<file path="src/rtl/flash_ring_log_pointer_manager_assert.svh">
// ----------------------------------------------------------------------------
// Assertion macros for the flash ring log pointer manager.
// Define ASSERT_OFF to compile every assertion away.
// ----------------------------------------------------------------------------
`ifndef FLASH_RING_LOG_POINTER_MANAGER_ASSERT_SVH
`define FLASH_RING_LOG_POINTER_MANAGER_ASSERT_SVH

`ifndef ASSERT_OFF

// Same-cycle implication, disabled while reset is asserted.
`define FRLPM_ASSERT_IMPL(lbl, clk, rst_n, ante, cons, msg) \
    lbl: assert property (@(posedge clk) disable iff (!rst_n) (ante) |-> (cons)) \
        else $error(msg);

// Next-cycle implication, disabled while reset is asserted.
`define FRLPM_ASSERT_NEXT(lbl, clk, rst_n, ante, cons, msg) \
    lbl: assert property (@(posedge clk) disable iff (!rst_n) (ante) |=> (cons)) \
        else $error(msg);

`else

`define FRLPM_ASSERT_IMPL(lbl, clk, rst_n, ante, cons, msg)
`define FRLPM_ASSERT_NEXT(lbl, clk, rst_n, ante, cons, msg)

`endif

`endif

</file>
<file path="src/rtl/frlpm_pkg.sv">
// ----------------------------------------------------------------------------
// frlpm_pkg
// Shared types, codes and sizes of the flash ring log pointer manager.
// ----------------------------------------------------------------------------
`timescale 1ns / 1ps

package frlpm_pkg;

    localparam int ADDR_W      = 32;
    localparam int LEN_W       = 12;
    localparam int CMD_W       = 2;
    localparam int ACT_W       = 2;

    localparam int PAGE_BYTES_DEFAULT = 2048;
    localparam int PAGE_COUNT_DEFAULT = 8;

    // Most flash commands one request can cause, and depth of the result queue.
    localparam int MAX_RESULTS = 3;
    localparam int Q_DEPTH     = 4;
    localparam int Q_PTR_W     = $clog2(Q_DEPTH);
    localparam int Q_CNT_W     = $clog2(Q_DEPTH + 1);
    localparam int N_W         = $clog2(MAX_RESULTS + 1);

    // Request actions
    localparam logic [ACT_W-1:0] ACT_STORE     = 2'd0;
    localparam logic [ACT_W-1:0] ACT_READ_NEXT = 2'd1;
    localparam logic [ACT_W-1:0] ACT_STOP_READ = 2'd2;

    // Flash commands
    localparam logic [CMD_W-1:0] CMD_NONE  = 2'd0;
    localparam logic [CMD_W-1:0] CMD_WRITE = 2'd1;
    localparam logic [CMD_W-1:0] CMD_ERASE = 2'd2;
    localparam logic [CMD_W-1:0] CMD_READ  = 2'd3;

    typedef struct packed {
        logic [ACT_W-1:0] action;
        logic [LEN_W-1:0] record_length;
    } req_t;

    typedef struct packed {
        logic [CMD_W-1:0]  command;
        logic [ADDR_W-1:0] flash_address;
        logic [LEN_W-1:0]  byte_count;
        logic              last;
    } rsp_t;

    typedef logic [ADDR_W-1:0] cfg_t;

    // All results of one request, in order; n of them are valid.
    typedef struct packed {
        logic [N_W-1:0]               n;
        rsp_t [MAX_RESULTS-1:0]       item;
    } batch_t;

endpackage

</file>
<file path="src/rtl/frlpm_chan_if.sv">
// ----------------------------------------------------------------------------
// frlpm_chan_if
// Valid/ready channel carrying one payload item per handshake.
// ----------------------------------------------------------------------------
`timescale 1ns / 1ps

interface frlpm_chan_if #(
    parameter type payload_t = logic
);

    logic     valid;
    logic     ready;
    payload_t payload;

    modport source (
        output valid,
        output payload,
        input  ready
    );

    modport sink (
        input  valid,
        input  payload,
        output ready
    );

endinterface

</file>
<file path="src/rtl/frlpm_core.sv">
// ----------------------------------------------------------------------------
// frlpm_core
// Request register, log pointers and flash command generation.
// ----------------------------------------------------------------------------
`timescale 1ns / 1ps
`include "flash_ring_log_pointer_manager_assert.svh"

module frlpm_core #(
    parameter int PAGE_BYTES = frlpm_pkg::PAGE_BYTES_DEFAULT,
    parameter int PAGE_COUNT = frlpm_pkg::PAGE_COUNT_DEFAULT
) (
    input  logic                        clk,
    input  logic                        rst_n,
    frlpm_chan_if.sink                  req,
    input  logic [frlpm_pkg::ADDR_W-1:0] log_base,
    input  logic                        room_ok,
    output logic                        fire,
    output frlpm_pkg::batch_t           batch
);

    localparam int OFS_W   = $clog2(PAGE_BYTES);
    localparam int SPAN_W  = $clog2(PAGE_BYTES + 1);
    localparam int CW      = (SPAN_W > frlpm_pkg::LEN_W) ? SPAN_W : frlpm_pkg::LEN_W;
    localparam int PAGE_W  = (PAGE_COUNT > 1) ? $clog2(PAGE_COUNT) : 1;

    localparam logic [CW-1:0]     PAGE_LEN  = CW'(PAGE_BYTES);
    localparam logic [PAGE_W-1:0] LAST_PAGE = PAGE_W'(PAGE_COUNT - 1);

    localparam logic [1:0] PH_STOPPED = 2'd0;
    localparam logic [1:0] PH_RUNNING = 2'd1;
    localparam logic [1:0] PH_DONE    = 2'd2;

    function automatic logic [frlpm_pkg::ADDR_W-1:0] page_addr(
        input logic [frlpm_pkg::ADDR_W-1:0] base,
        input logic [PAGE_W-1:0]            page
    );
        return base + frlpm_pkg::ADDR_W'(page) * frlpm_pkg::ADDR_W'(PAGE_BYTES);
    endfunction

    function automatic logic [PAGE_W-1:0] next_page(input logic [PAGE_W-1:0] page);
        return (page == LAST_PAGE) ? '0 : page + 1'b1;
    endfunction

    frlpm_pkg::req_t   item_reg;
    logic              item_valid_reg, item_valid_next;

    logic [OFS_W-1:0]  wofs_reg, wofs_next;
    logic [PAGE_W-1:0] tail_reg, tail_next;
    logic [PAGE_W-1:0] head_reg, head_next;
    logic              wrapped_reg, wrapped_next;
    logic [PAGE_W-1:0] rpage_reg, rpage_next;
    logic [1:0]        phase_reg, phase_next;

    logic [CW-1:0]     len_sat;
    logic [CW-1:0]     room;
    logic [CW-1:0]     rem;
    logic [CW-1:0]     wofs_wide;
    logic [PAGE_W-1:0] ntail;
    logic [PAGE_W-1:0] rp;
    logic [frlpm_pkg::ADDR_W-1:0] tail_base, ntail_base, rp_base;

    logic accept;

    assign fire            = item_valid_reg & room_ok;
    assign req.ready       = ~item_valid_reg | room_ok;
    assign accept          = req.valid & req.ready;
    assign item_valid_next = accept | (item_valid_reg & ~fire);

    always_comb
    begin
        len_sat   = (CW'(item_reg.record_length) > PAGE_LEN) ?
                    PAGE_LEN : CW'(item_reg.record_length);
        wofs_wide = CW'(wofs_reg);
        room      = PAGE_LEN - wofs_wide;
        rem       = len_sat - room;
        ntail     = next_page(tail_reg);
        rp        = (phase_reg == PH_STOPPED) ? head_reg : rpage_reg;
        tail_base = page_addr(log_base, tail_reg);
        ntail_base = page_addr(log_base, ntail);
        rp_base   = page_addr(log_base, rp);

        wofs_next    = wofs_reg;
        tail_next    = tail_reg;
        head_next    = head_reg;
        wrapped_next = wrapped_reg;
        rpage_next   = rpage_reg;
        phase_next   = phase_reg;
        batch        = '0;

        if (fire)
        begin
            unique case (item_reg.action)
                frlpm_pkg::ACT_STORE:
                begin
                    if (len_sat != '0)
                    begin
                        if (len_sat < room)
                        begin
                            batch.item[0] = '{frlpm_pkg::CMD_WRITE,
                                              tail_base + frlpm_pkg::ADDR_W'(wofs_reg),
                                              len_sat[frlpm_pkg::LEN_W-1:0], 1'b1};
                            batch.n   = frlpm_pkg::N_W'(1);
                            wofs_next = wofs_reg + OFS_W'(len_sat);
                        end
                        else
                        begin
                            // Fill the page, move to the next one and erase it.
                            batch.item[0] = '{frlpm_pkg::CMD_WRITE,
                                              tail_base + frlpm_pkg::ADDR_W'(wofs_reg),
                                              room[frlpm_pkg::LEN_W-1:0], 1'b0};
                            batch.item[1] = '{frlpm_pkg::CMD_ERASE, ntail_base,
                                              PAGE_LEN[frlpm_pkg::LEN_W-1:0], 1'b0};
                            tail_next    = ntail;
                            wrapped_next = wrapped_reg | (ntail == '0);
                            if (wrapped_next)
                            begin
                                head_next = next_page(head_reg);
                            end
                            wofs_next = OFS_W'(rem);
                            if (rem != '0)
                            begin
                                batch.item[2] = '{frlpm_pkg::CMD_WRITE, ntail_base,
                                                  rem[frlpm_pkg::LEN_W-1:0], 1'b1};
                                batch.n = frlpm_pkg::N_W'(3);
                            end
                            else
                            begin
                                batch.item[1].last = 1'b1;
                                batch.n = frlpm_pkg::N_W'(2);
                            end
                        end
                    end
                end
                frlpm_pkg::ACT_READ_NEXT:
                begin
                    batch.n = frlpm_pkg::N_W'(1);
                    if (phase_reg == PH_STOPPED)
                    begin
                        rpage_next = head_reg;
                    end
                    if (phase_reg == PH_STOPPED || phase_reg == PH_RUNNING)
                    begin
                        phase_next = PH_RUNNING;
                        if (rp != tail_reg)
                        begin
                            batch.item[0] = '{frlpm_pkg::CMD_READ, rp_base,
                                              PAGE_LEN[frlpm_pkg::LEN_W-1:0], 1'b1};
                            rpage_next = next_page(rp);
                        end
                        else
                        begin
                            if (wofs_reg != '0)
                            begin
                                batch.item[0] = '{frlpm_pkg::CMD_READ, tail_base,
                                                  wofs_wide[frlpm_pkg::LEN_W-1:0], 1'b1};
                            end
                            else
                            begin
                                batch.item[0] = '{frlpm_pkg::CMD_NONE, '0, '0, 1'b1};
                            end
                            phase_next = PH_DONE;
                        end
                    end
                    else
                    begin
                        batch.item[0] = '{frlpm_pkg::CMD_NONE, '0, '0, 1'b1};
                    end
                end
                frlpm_pkg::ACT_STOP_READ:
                begin
                    phase_next = PH_STOPPED;
                end
                default:
                begin
                    // unused action: drop
                end
            endcase
        end
    end

    always_ff @(posedge clk)
    begin
        if (accept)
        begin
            item_reg <= req.payload;
        end
    end

    always_ff @(posedge clk or negedge rst_n)
    begin
        if (!rst_n)
        begin
            item_valid_reg <= 1'b0;
            wofs_reg       <= '0;
            tail_reg       <= '0;
            head_reg       <= '0;
            wrapped_reg    <= 1'b0;
            rpage_reg      <= '0;
            phase_reg      <= PH_STOPPED;
        end
        else
        begin
            item_valid_reg <= item_valid_next;
            wofs_reg       <= wofs_next;
            tail_reg       <= tail_next;
            head_reg       <= head_next;
            wrapped_reg    <= wrapped_next;
            rpage_reg      <= rpage_next;
            phase_reg      <= phase_next;
        end
    end

    `FRLPM_ASSERT_IMPL(a_head_parked, clk, rst_n, !wrapped_reg, head_reg == '0,
        "head page moved before the ring wrapped")
    `FRLPM_ASSERT_IMPL(a_last_marked, clk, rst_n, fire && batch.n != '0,
        batch.item[batch.n - 1'b1].last, "final result of a request lacks last")
    `FRLPM_ASSERT_NEXT(a_item_held, clk, rst_n, item_valid_reg && !room_ok,
        item_valid_reg && $stable(item_reg), "pending request lost while queue full")

endmodule

</file>
<file path="src/rtl/frlpm_rsp_queue.sv">
// ----------------------------------------------------------------------------
// frlpm_rsp_queue
// Small result queue: takes up to three results at once, hands out one.
// ----------------------------------------------------------------------------
`timescale 1ns / 1ps
`include "flash_ring_log_pointer_manager_assert.svh"

module frlpm_rsp_queue (
    input  logic              clk,
    input  logic              rst_n,
    input  logic              push,
    input  frlpm_pkg::batch_t batch,
    output logic              room_ok,
    frlpm_chan_if.source      rsp
);

    frlpm_pkg::rsp_t                   mem_reg [frlpm_pkg::Q_DEPTH];
    logic [frlpm_pkg::Q_PTR_W-1:0]     wr_ptr_reg, wr_ptr_next;
    logic [frlpm_pkg::Q_PTR_W-1:0]     rd_ptr_reg, rd_ptr_next;
    logic [frlpm_pkg::Q_CNT_W-1:0]     count_reg, count_next;
    logic [frlpm_pkg::Q_CNT_W-1:0]     n_push;
    logic                              pop;

    assign rsp.valid   = (count_reg != '0);
    assign rsp.payload = mem_reg[rd_ptr_reg];
    assign pop         = rsp.valid & rsp.ready;

    // Space for a full batch, not counting a pop in this cycle.
    assign room_ok = (count_reg <= frlpm_pkg::Q_CNT_W'(frlpm_pkg::Q_DEPTH -
                                                        frlpm_pkg::MAX_RESULTS));

    assign n_push      = push ? frlpm_pkg::Q_CNT_W'(batch.n) : '0;
    assign wr_ptr_next = wr_ptr_reg + frlpm_pkg::Q_PTR_W'(n_push);
    assign rd_ptr_next = rd_ptr_reg + frlpm_pkg::Q_PTR_W'(pop);
    assign count_next  = count_reg + n_push - frlpm_pkg::Q_CNT_W'(pop);

    always_ff @(posedge clk)
    begin
        for (int k = 0; k < frlpm_pkg::MAX_RESULTS; k++)
        begin
            if (push && (frlpm_pkg::N_W'(k) < batch.n))
            begin
                mem_reg[wr_ptr_reg + frlpm_pkg::Q_PTR_W'(k)] <= batch.item[k];
            end
        end
    end

    always_ff @(posedge clk or negedge rst_n)
    begin
        if (!rst_n)
        begin
            wr_ptr_reg <= '0;
            rd_ptr_reg <= '0;
            count_reg  <= '0;
        end
        else
        begin
            wr_ptr_reg <= wr_ptr_next;
            rd_ptr_reg <= rd_ptr_next;
            count_reg  <= count_next;
        end
    end

    `FRLPM_ASSERT_IMPL(a_ptr_count, clk, rst_n, 1'b1,
        frlpm_pkg::Q_PTR_W'(wr_ptr_reg - rd_ptr_reg) ==
        frlpm_pkg::Q_PTR_W'(count_reg), "queue pointers disagree with fill count")
    `FRLPM_ASSERT_IMPL(a_no_overflow, clk, rst_n, push,
        room_ok, "batch pushed without room")
    `FRLPM_ASSERT_NEXT(a_hold_stalled, clk, rst_n, rsp.valid && !rsp.ready,
        rsp.valid && $stable(rsp.payload), "stalled result changed")

endmodule

</file>
<file path="src/rtl/flash_ring_log_pointer_manager.sv">
// ----------------------------------------------------------------------------
// flash_ring_log_pointer_manager
// Log pointer keeper for a ring of flash pages; emits flash commands.
// ----------------------------------------------------------------------------
// Usage:
//   req  : request items (action, record_length). Store writes a record at
//          the tail, read_next yields the next readout chunk, stop_read
//          resets the readout. Accepted when valid and ready are high.
//   rsp  : flash command items (command, flash_address, byte_count, last);
//          last marks the final command caused by one request.
//   cfg  : write of log_base_address, always ready; write only while idle.
// Path: a request's commands pass through the request register, then the
//   result queue, before they can be taken on rsp.
// Throughput: one request per cycle while each causes one command and rsp
//   is not stalled; a store that crosses a page end causes up to three
//   commands, and the single result port then sets the pace.
// Stall: the four-entry result queue holds the commands; the request
//   register holds a request until the queue has room for a full batch,
//   and req.ready drops while the register is full and the queue lacks room.
// Reset: pointers return to an empty ring at page 0, readout stopped,
//   base address zero, queue empty.
// ----------------------------------------------------------------------------
`timescale 1ns / 1ps

module flash_ring_log_pointer_manager #(
    parameter int PAGE_BYTES = frlpm_pkg::PAGE_BYTES_DEFAULT,
    parameter int PAGE_COUNT = frlpm_pkg::PAGE_COUNT_DEFAULT
) (
    input  logic         clk,
    input  logic         rst_n,
    frlpm_chan_if.sink   req,
    frlpm_chan_if.source rsp,
    frlpm_chan_if.sink   cfg
);

    logic [frlpm_pkg::ADDR_W-1:0] log_base_reg;
    logic                         room_ok;
    logic                         fire;
    frlpm_pkg::batch_t            batch;

    // Register writes never stall.
    assign cfg.ready = 1'b1;

    always_ff @(posedge clk or negedge rst_n)
    begin
        if (!rst_n)
        begin
            log_base_reg <= '0;
        end
        else if (cfg.valid)
        begin
            log_base_reg <= cfg.payload;
        end
    end

    // Hold the request, update the pointers and build the command batch.
    frlpm_core #(
        .PAGE_BYTES (PAGE_BYTES),
        .PAGE_COUNT (PAGE_COUNT)
    ) u_core (
        .clk      (clk),
        .rst_n    (rst_n),
        .req      (req),
        .log_base (log_base_reg),
        .room_ok  (room_ok),
        .fire     (fire),
        .batch    (batch)
    );

    // Queue the batch and hand commands out one per handshake.
    frlpm_rsp_queue u_queue (
        .clk     (clk),
        .rst_n   (rst_n),
        .push    (fire),
        .batch   (batch),
        .room_ok (room_ok),
        .rsp     (rsp)
    );

endmodule
</file>
<file path="src/flat_wrapper.sv">
// flat-port wrapper written by rule: the top's interface ports become plain ports
module flash_ring_log_pointer_manager_flat 
#(
    parameter int PAGE_BYTES = frlpm_pkg::PAGE_BYTES_DEFAULT,
    parameter int PAGE_COUNT = frlpm_pkg::PAGE_COUNT_DEFAULT
)
  (clk, rst_n, req_valid, req_payload, req_ready, rsp_valid, rsp_payload, rsp_ready, cfg_valid, cfg_payload, cfg_ready);
  frlpm_chan_if req_i ();
  frlpm_chan_if rsp_i ();
  frlpm_chan_if cfg_i ();
  input  logic clk;
  input  logic rst_n;
  input wire logic [$bits(req_i.valid)-1:0] req_valid;
  input wire logic [$bits(req_i.payload)-1:0] req_payload;
  output wire logic [$bits(req_i.ready)-1:0] req_ready;
  output wire logic [$bits(rsp_i.valid)-1:0] rsp_valid;
  output wire logic [$bits(rsp_i.payload)-1:0] rsp_payload;
  input wire logic [$bits(rsp_i.ready)-1:0] rsp_ready;
  input wire logic [$bits(cfg_i.valid)-1:0] cfg_valid;
  input wire logic [$bits(cfg_i.payload)-1:0] cfg_payload;
  output wire logic [$bits(cfg_i.ready)-1:0] cfg_ready;
  assign req_i.valid = req_valid;
  assign req_i.payload = req_payload;
  assign req_ready = req_i.ready;
  assign rsp_valid = rsp_i.valid;
  assign rsp_payload = rsp_i.payload;
  assign rsp_i.ready = rsp_ready;
  assign cfg_i.valid = cfg_valid;
  assign cfg_i.payload = cfg_payload;
  assign cfg_ready = cfg_i.ready;
  flash_ring_log_pointer_manager #(.PAGE_BYTES(PAGE_BYTES), .PAGE_COUNT(PAGE_COUNT)) u_core (.clk(clk), .rst_n(rst_n), .req(req_i), .rsp(rsp_i), .cfg(cfg_i));
endmodule
</file>
<file path="config.mk">
export PLATFORM = sky130hd
export DESIGN_NAME = flash_ring_log_pointer_manager_flat
export DESIGN_NICKNAME = d
export VERILOG_FILES = /design/src/rtl/frlpm_pkg.sv /design/src/rtl/frlpm_chan_if.sv /design/src/rtl/frlpm_core.sv /design/src/rtl/frlpm_rsp_queue.sv /design/src/rtl/flash_ring_log_pointer_manager.sv /design/src/flat_wrapper.sv
export VERILOG_INCLUDE_DIRS = /design/src /design/src/rtl
export SDC_FILE = /design/constraint.sdc
export NUM_CORES = 1
export LEC_CHECK = 0
export BUFFER_PORTS_ARGS = -buffer_cell sky130_fd_sc_hd__buf_4
export CAP_MARGIN = 15
export CORE_AREA = 8 8 113 115
export DETAILED_ROUTE_END_ITERATION = 10
export DIE_AREA = 0 0 121 123
export MAX_ROUTING_LAYER = met4
export PLACE_DENSITY = 0.61
export SYNTH_ARGS = -nofsm -noshare
export SYNTH_HDL_FRONTEND = slang
export SYNTH_HIERARCHICAL = 1
export SYNTH_SLANG_ARGS = --single-unit
</file>
<file path="constraint.sdc">
create_clock -name clk -period 3.6 [get_ports clk]
set_clock_uncertainty 0.2 [all_clocks]
set_input_delay 0.36 -clock clk [delete_from_list [all_inputs] [get_ports clk]]
set_output_delay 0.36 -clock clk [all_outputs]
set_load 0.005 [all_outputs]
</file>
---- Word level (Yosys, flattened, before mapping) ----
Memories as Yosys holds them, arrays and structs flattened.
Index checks and enable logic that the tools add are counted.
Widths: inputs -> output; s select.
cells by class
  multiply operators ...................... 0
  bitwise operators ....................... 9
  multiplexer cells ....................... 21
  $lt $le $gt $ge ......................... 6
  equal/unequal tests ..................... 1
  div/mod/pow operators ................... 0
  reduce and logical (&&, ||, !) cells .... 9
  shifts and indexed selects .............. 0
  add/subtract/negate cells ............... 13
operators by type and width
  cell                    number
  $mux 143                2
  $mux 93                 1
  $mux 47                 1
  $reduce_or 47->1        1
  $mux 46                 1
  $add 1x14->15           2
  $reduce_bool 12->1      2
  $add 15x11->16          1
  $mux 13                 1
  $gt 1x12->1 const B     1
  $lt 12x12->1            1
  $mux 12                 1
  $sub 12x11->12 const A  1
  $sub 12x12->12          1
  $add 11x11->11          1
  $mux 11                 1
  $mux 1                  9
  $mux 2                  3
  $and 1x1->1             4
  $lt 1x2->1 const A      2
  $add 3x1->3 const B     1
  $add 3x2->3             1
  $eq 3x3->1 const B      1
  $le 3x1->1 const B      1
  other kinds (13)        18
word-level totals
  ROM bits ................................ 0
  latch bits .............................. 0
  register bits ........................... 24
  output and inout port bits .............. 4
  memories ................................ 1
  RAM bits ................................ 188
  input port bits ......................... 7
  logic and storage cells ................. 68
memories
  memory                  words  bits a word  rd ports  clocked after Yosys merged registers in  wr ports  RTL line               RTL
  u_core.u_queue.mem_reg  4      47           1         0                                        2         frlpm_rsp_queue.sv:17  frlpm_pkg::rsp_t mem_reg [frlpm_pkg::Q_DEPTH];

---- Depth between registers and ports, before layout ----
  depth after elaboration ................. 14
  mapped depth ............................ 19
  mapped depth without buffers ............ 16

---- Hierarchy ----
Netlist, hierarchy kept.
modules (own cells, without submodules)
  module                          cells each  area an instance (sq um)  sequential area each (sq um)  instances
  frlpm_core                      507         3442.1                    405.4                         1
  frlpm_rsp_queue                 72          767.0                     295.3                         1
  flash_ring_log_pointer_manager  5           55.1                      25.0                          1

---- Worst setup path before layout ----
No wires, ideal clock.
  path kind ............................... reg2reg
  start point ............................. register u_core.u_core.wofs_reg[1]
  end point ............................... register u_core/u_queue/count_reg[2] in the netlist's numbering
  data arrival time ....................... 3412 ps
  clock period less this slack ............ 3692 ps
  stages on the path, launching flop included .. 19
  data required time ...................... 3320 ps
  path slack .............................. -92 ps
  cell sequence ........................... dfrtp_1 inv_1 ha_1 buf_2 nor4b_4 xnor2_1 o31a_1 nor3_2 nand2_1 inv_1 buf_2 buf_4 buf_6 nand2_4 ha_1 inv_1 fa_1 xnor2_1 xnor2_1
RTL lines
  item                      RTL line               RTL
  start: declaration        frlpm_core.sv:47       logic [OFS_W-1:0] wofs_reg, wofs_next;
  start signal: assignment  frlpm_core.sv:204      wofs_reg <= wofs_next;
  end signal: assignment    frlpm_rsp_queue.sv:60  count_reg <= count_next;
  end: declaration          frlpm_rsp_queue.sv:20  logic [frlpm_pkg::Q_CNT_W-1:0] count_reg, count_next;

==> reports/results.tsv <==
metric	value	unit
status	finished clean	
rsz0062_at_grt	false	
place_inst	362	
ios	11	
startpoint_type	flip-flop	
ctsLongestPathBuffers	2	
path_clk_slew	60	ps
critPathKind	flip-flop to flip-flop	
numCtsBuffers	3	
finalWorstSetupSlack	199	ps
final_cells	368	
crit_path_frequent_cell	xnor2_1	
synth_area	1970	µm²
track_usage	0.0564	
max_cap_violations	0	
vdd_drop_max	0.222	mV
dpl_cell_area	2170	µm²
cts.sinks	24	
rows	39	
syn2layout_area_growth	15.2	%
crit_path_cell_trace	or4_1 -> o211ai_1 -> o21ai_0 -> and4_1 -> and3_1 -> nor2_1 -> nand2_1 -> xnor2_1 -> ha_1 -> fa_1 -> xnor2_1 -> xnor2_1	
grt_busiest_layer	met2	
p_leak	0.953	nW
maxSlewViolCount	0	
viasPerCell	4.14	
place_hpwl	3.08	mm
p_total	1.47	mW
met3_usage	0.00868	
post_cts_resized	0	
period_share	0.945	
core	11100	µm²
powerDensity	649	nW/µm²
grt_antenna_before_repair	0	
cts_tree	yes	
drtPass1Iterations	4	
finalHoldViolCount	0	
gp_routability_congestion	0.786	
wirelength	3.93	mm
worst-path-buf-inv	0	
initial_core_util	0.178	
chipHeight	123	µm
dieWidth	121	µm
ys_warn_count	6	
hold_slack	85.9	ps
final_area	2270	µm²
grt_pass1_vias	1503	
cp.required	3580	ps
grt_use_met2	0.102	
min_path_type	input pin to flip-flop	
ant_nets	0	
cp_top_family	simple AND/OR/NAND/NOR gates	
dieArea	14900	µm²
largest_reg_flops	11	
syn_nets	237	
crit_arrival	3380	ps
grt.overflow.total	0	
cp-end-kind	flip-flop	
cpPeakStageDelay	590	ps
post-route-util	0.205	
postSynthCellCount	221	
cts-root-buf	clkbuf_16	
dp_slack	159	ps
fin_tns_setup	0	ps
max_freq	294	MHz
grtUsageMet1	0.0601	
grt_pass1_wl	6.70	mm
grt_start_max_net_pins	20	
drive_gt1_frac	0.164	
cp_max_fo	7	
wl_per_cell	10.7	µm
finalSetupViolCount	0	
num_antenna_cells	0	
finalNetCount	242	
syn_avg_cell_area	8.90	µm²
fin_crit	3400	ps
port_buffers	7	
vias	1522	
clk_latency	250	ps
slowest_stage	or4_1	
cts.htree.levels	1	
fill_cells	1193	
drt_iter0_markers	81	
drcViolationCount	0	
-- worst paths after layout --
check | from | to | slack [ps] | depth (start not counted)
min in group asynchronous | rst_n | u_core/u_queue/rd_ptr_reg[0] | 320 | 2
min reg2reg | u_core/u_queue/rd_ptr_reg[1] | u_core/u_queue/rd_ptr_reg[1] | 290 | 1
min | req_payload | u_core/u_core/item_reg[0] | 90 | 1
max reg2reg | u_core/u_core/wofs_reg[7] | u_core/u_queue/count_reg[2] | 200 | 12
max | u_core/u_core/wofs_reg[7] | u_core/u_queue/count_reg[2] | 200 | 12
max in group asynchronous | rst_n | u_core/u_core/item_valid_reg | 2660 | 2
-- area by class of cell --
| type | count | area [µm²] | area share |
|---|---|---|---|
| Clock buffer | 4 | 78.8 | 0.0348 |
| Inverter | 14 | 52.6 | 0.0232 |
| Multi-Input combinational cell | 161 | 1160 | 0.513 |
| Sequential cell | 24 | 626 | 0.276 |
| Tap cell | 143 | 179 | 0.0790 |
| Timing Repair Buffer | 22 | 168 | 0.0740 |
-- routing by layer --
metal	share of wire	wire length [µm]	vias up
li1	-	-	763
met3	0.019	76	2
met4	0.0089	35	0
met2	0.53	2070	15
met1	0.45	1750	742
met5	0	0	-
-- layout by cell type (no fill, tap or decap), drive strengths merged, types with 2 or more instances in the layout --
cell	n
nand2b	6
o31a	2
nor4	2
clkbuf	4
or2	2
mux2	6
nor2b	6
a22o	2
nand4b	4
and3	4
nand2	21
nand3	5
nor3	6
and2	4
inv	14
edfxtp	5
maj3	2
nor4b	2
or3	2
mux2i	3
xor2	6
nand4	4
o211ai	4
buf	21
a21oi	6
o21ai	9
nor2	17
o31ai	2
xnor2	11
ha	8
o22ai	2
dfrtp	19
a31oi	2
-- worst reg2reg max path, stage by stage, from the launching register on --
cell and delay, ps:
dfrtp_1 450, or4_1 590, o211ai_1 170, o21ai_0 90
and4_1 240, and3_1 190, nor2_1 180, nand2_1 150
xnor2_1 150, ha_1 200, fa_1 370, xnor2_1 200
xnor2_1 130
-- repair_timing --
| item | 4_1_cts | 5_1_grt |
|---|---|---|
| endpoints found under the hold margin | 19 | 0 |
| setup buffers | 0 | 1 |
| setup endpoints to repair | 0 | 1 |
| hold buffers | 1 | 0 |
-- report_power, final --
group / internal, mW / switching [mW]
logic: 0.388 / 0.409
clock network: 0.151 / 0.0861
registers: 0.347 / 0.0884
No activity file was read; power rests on OpenSTA's default activity.
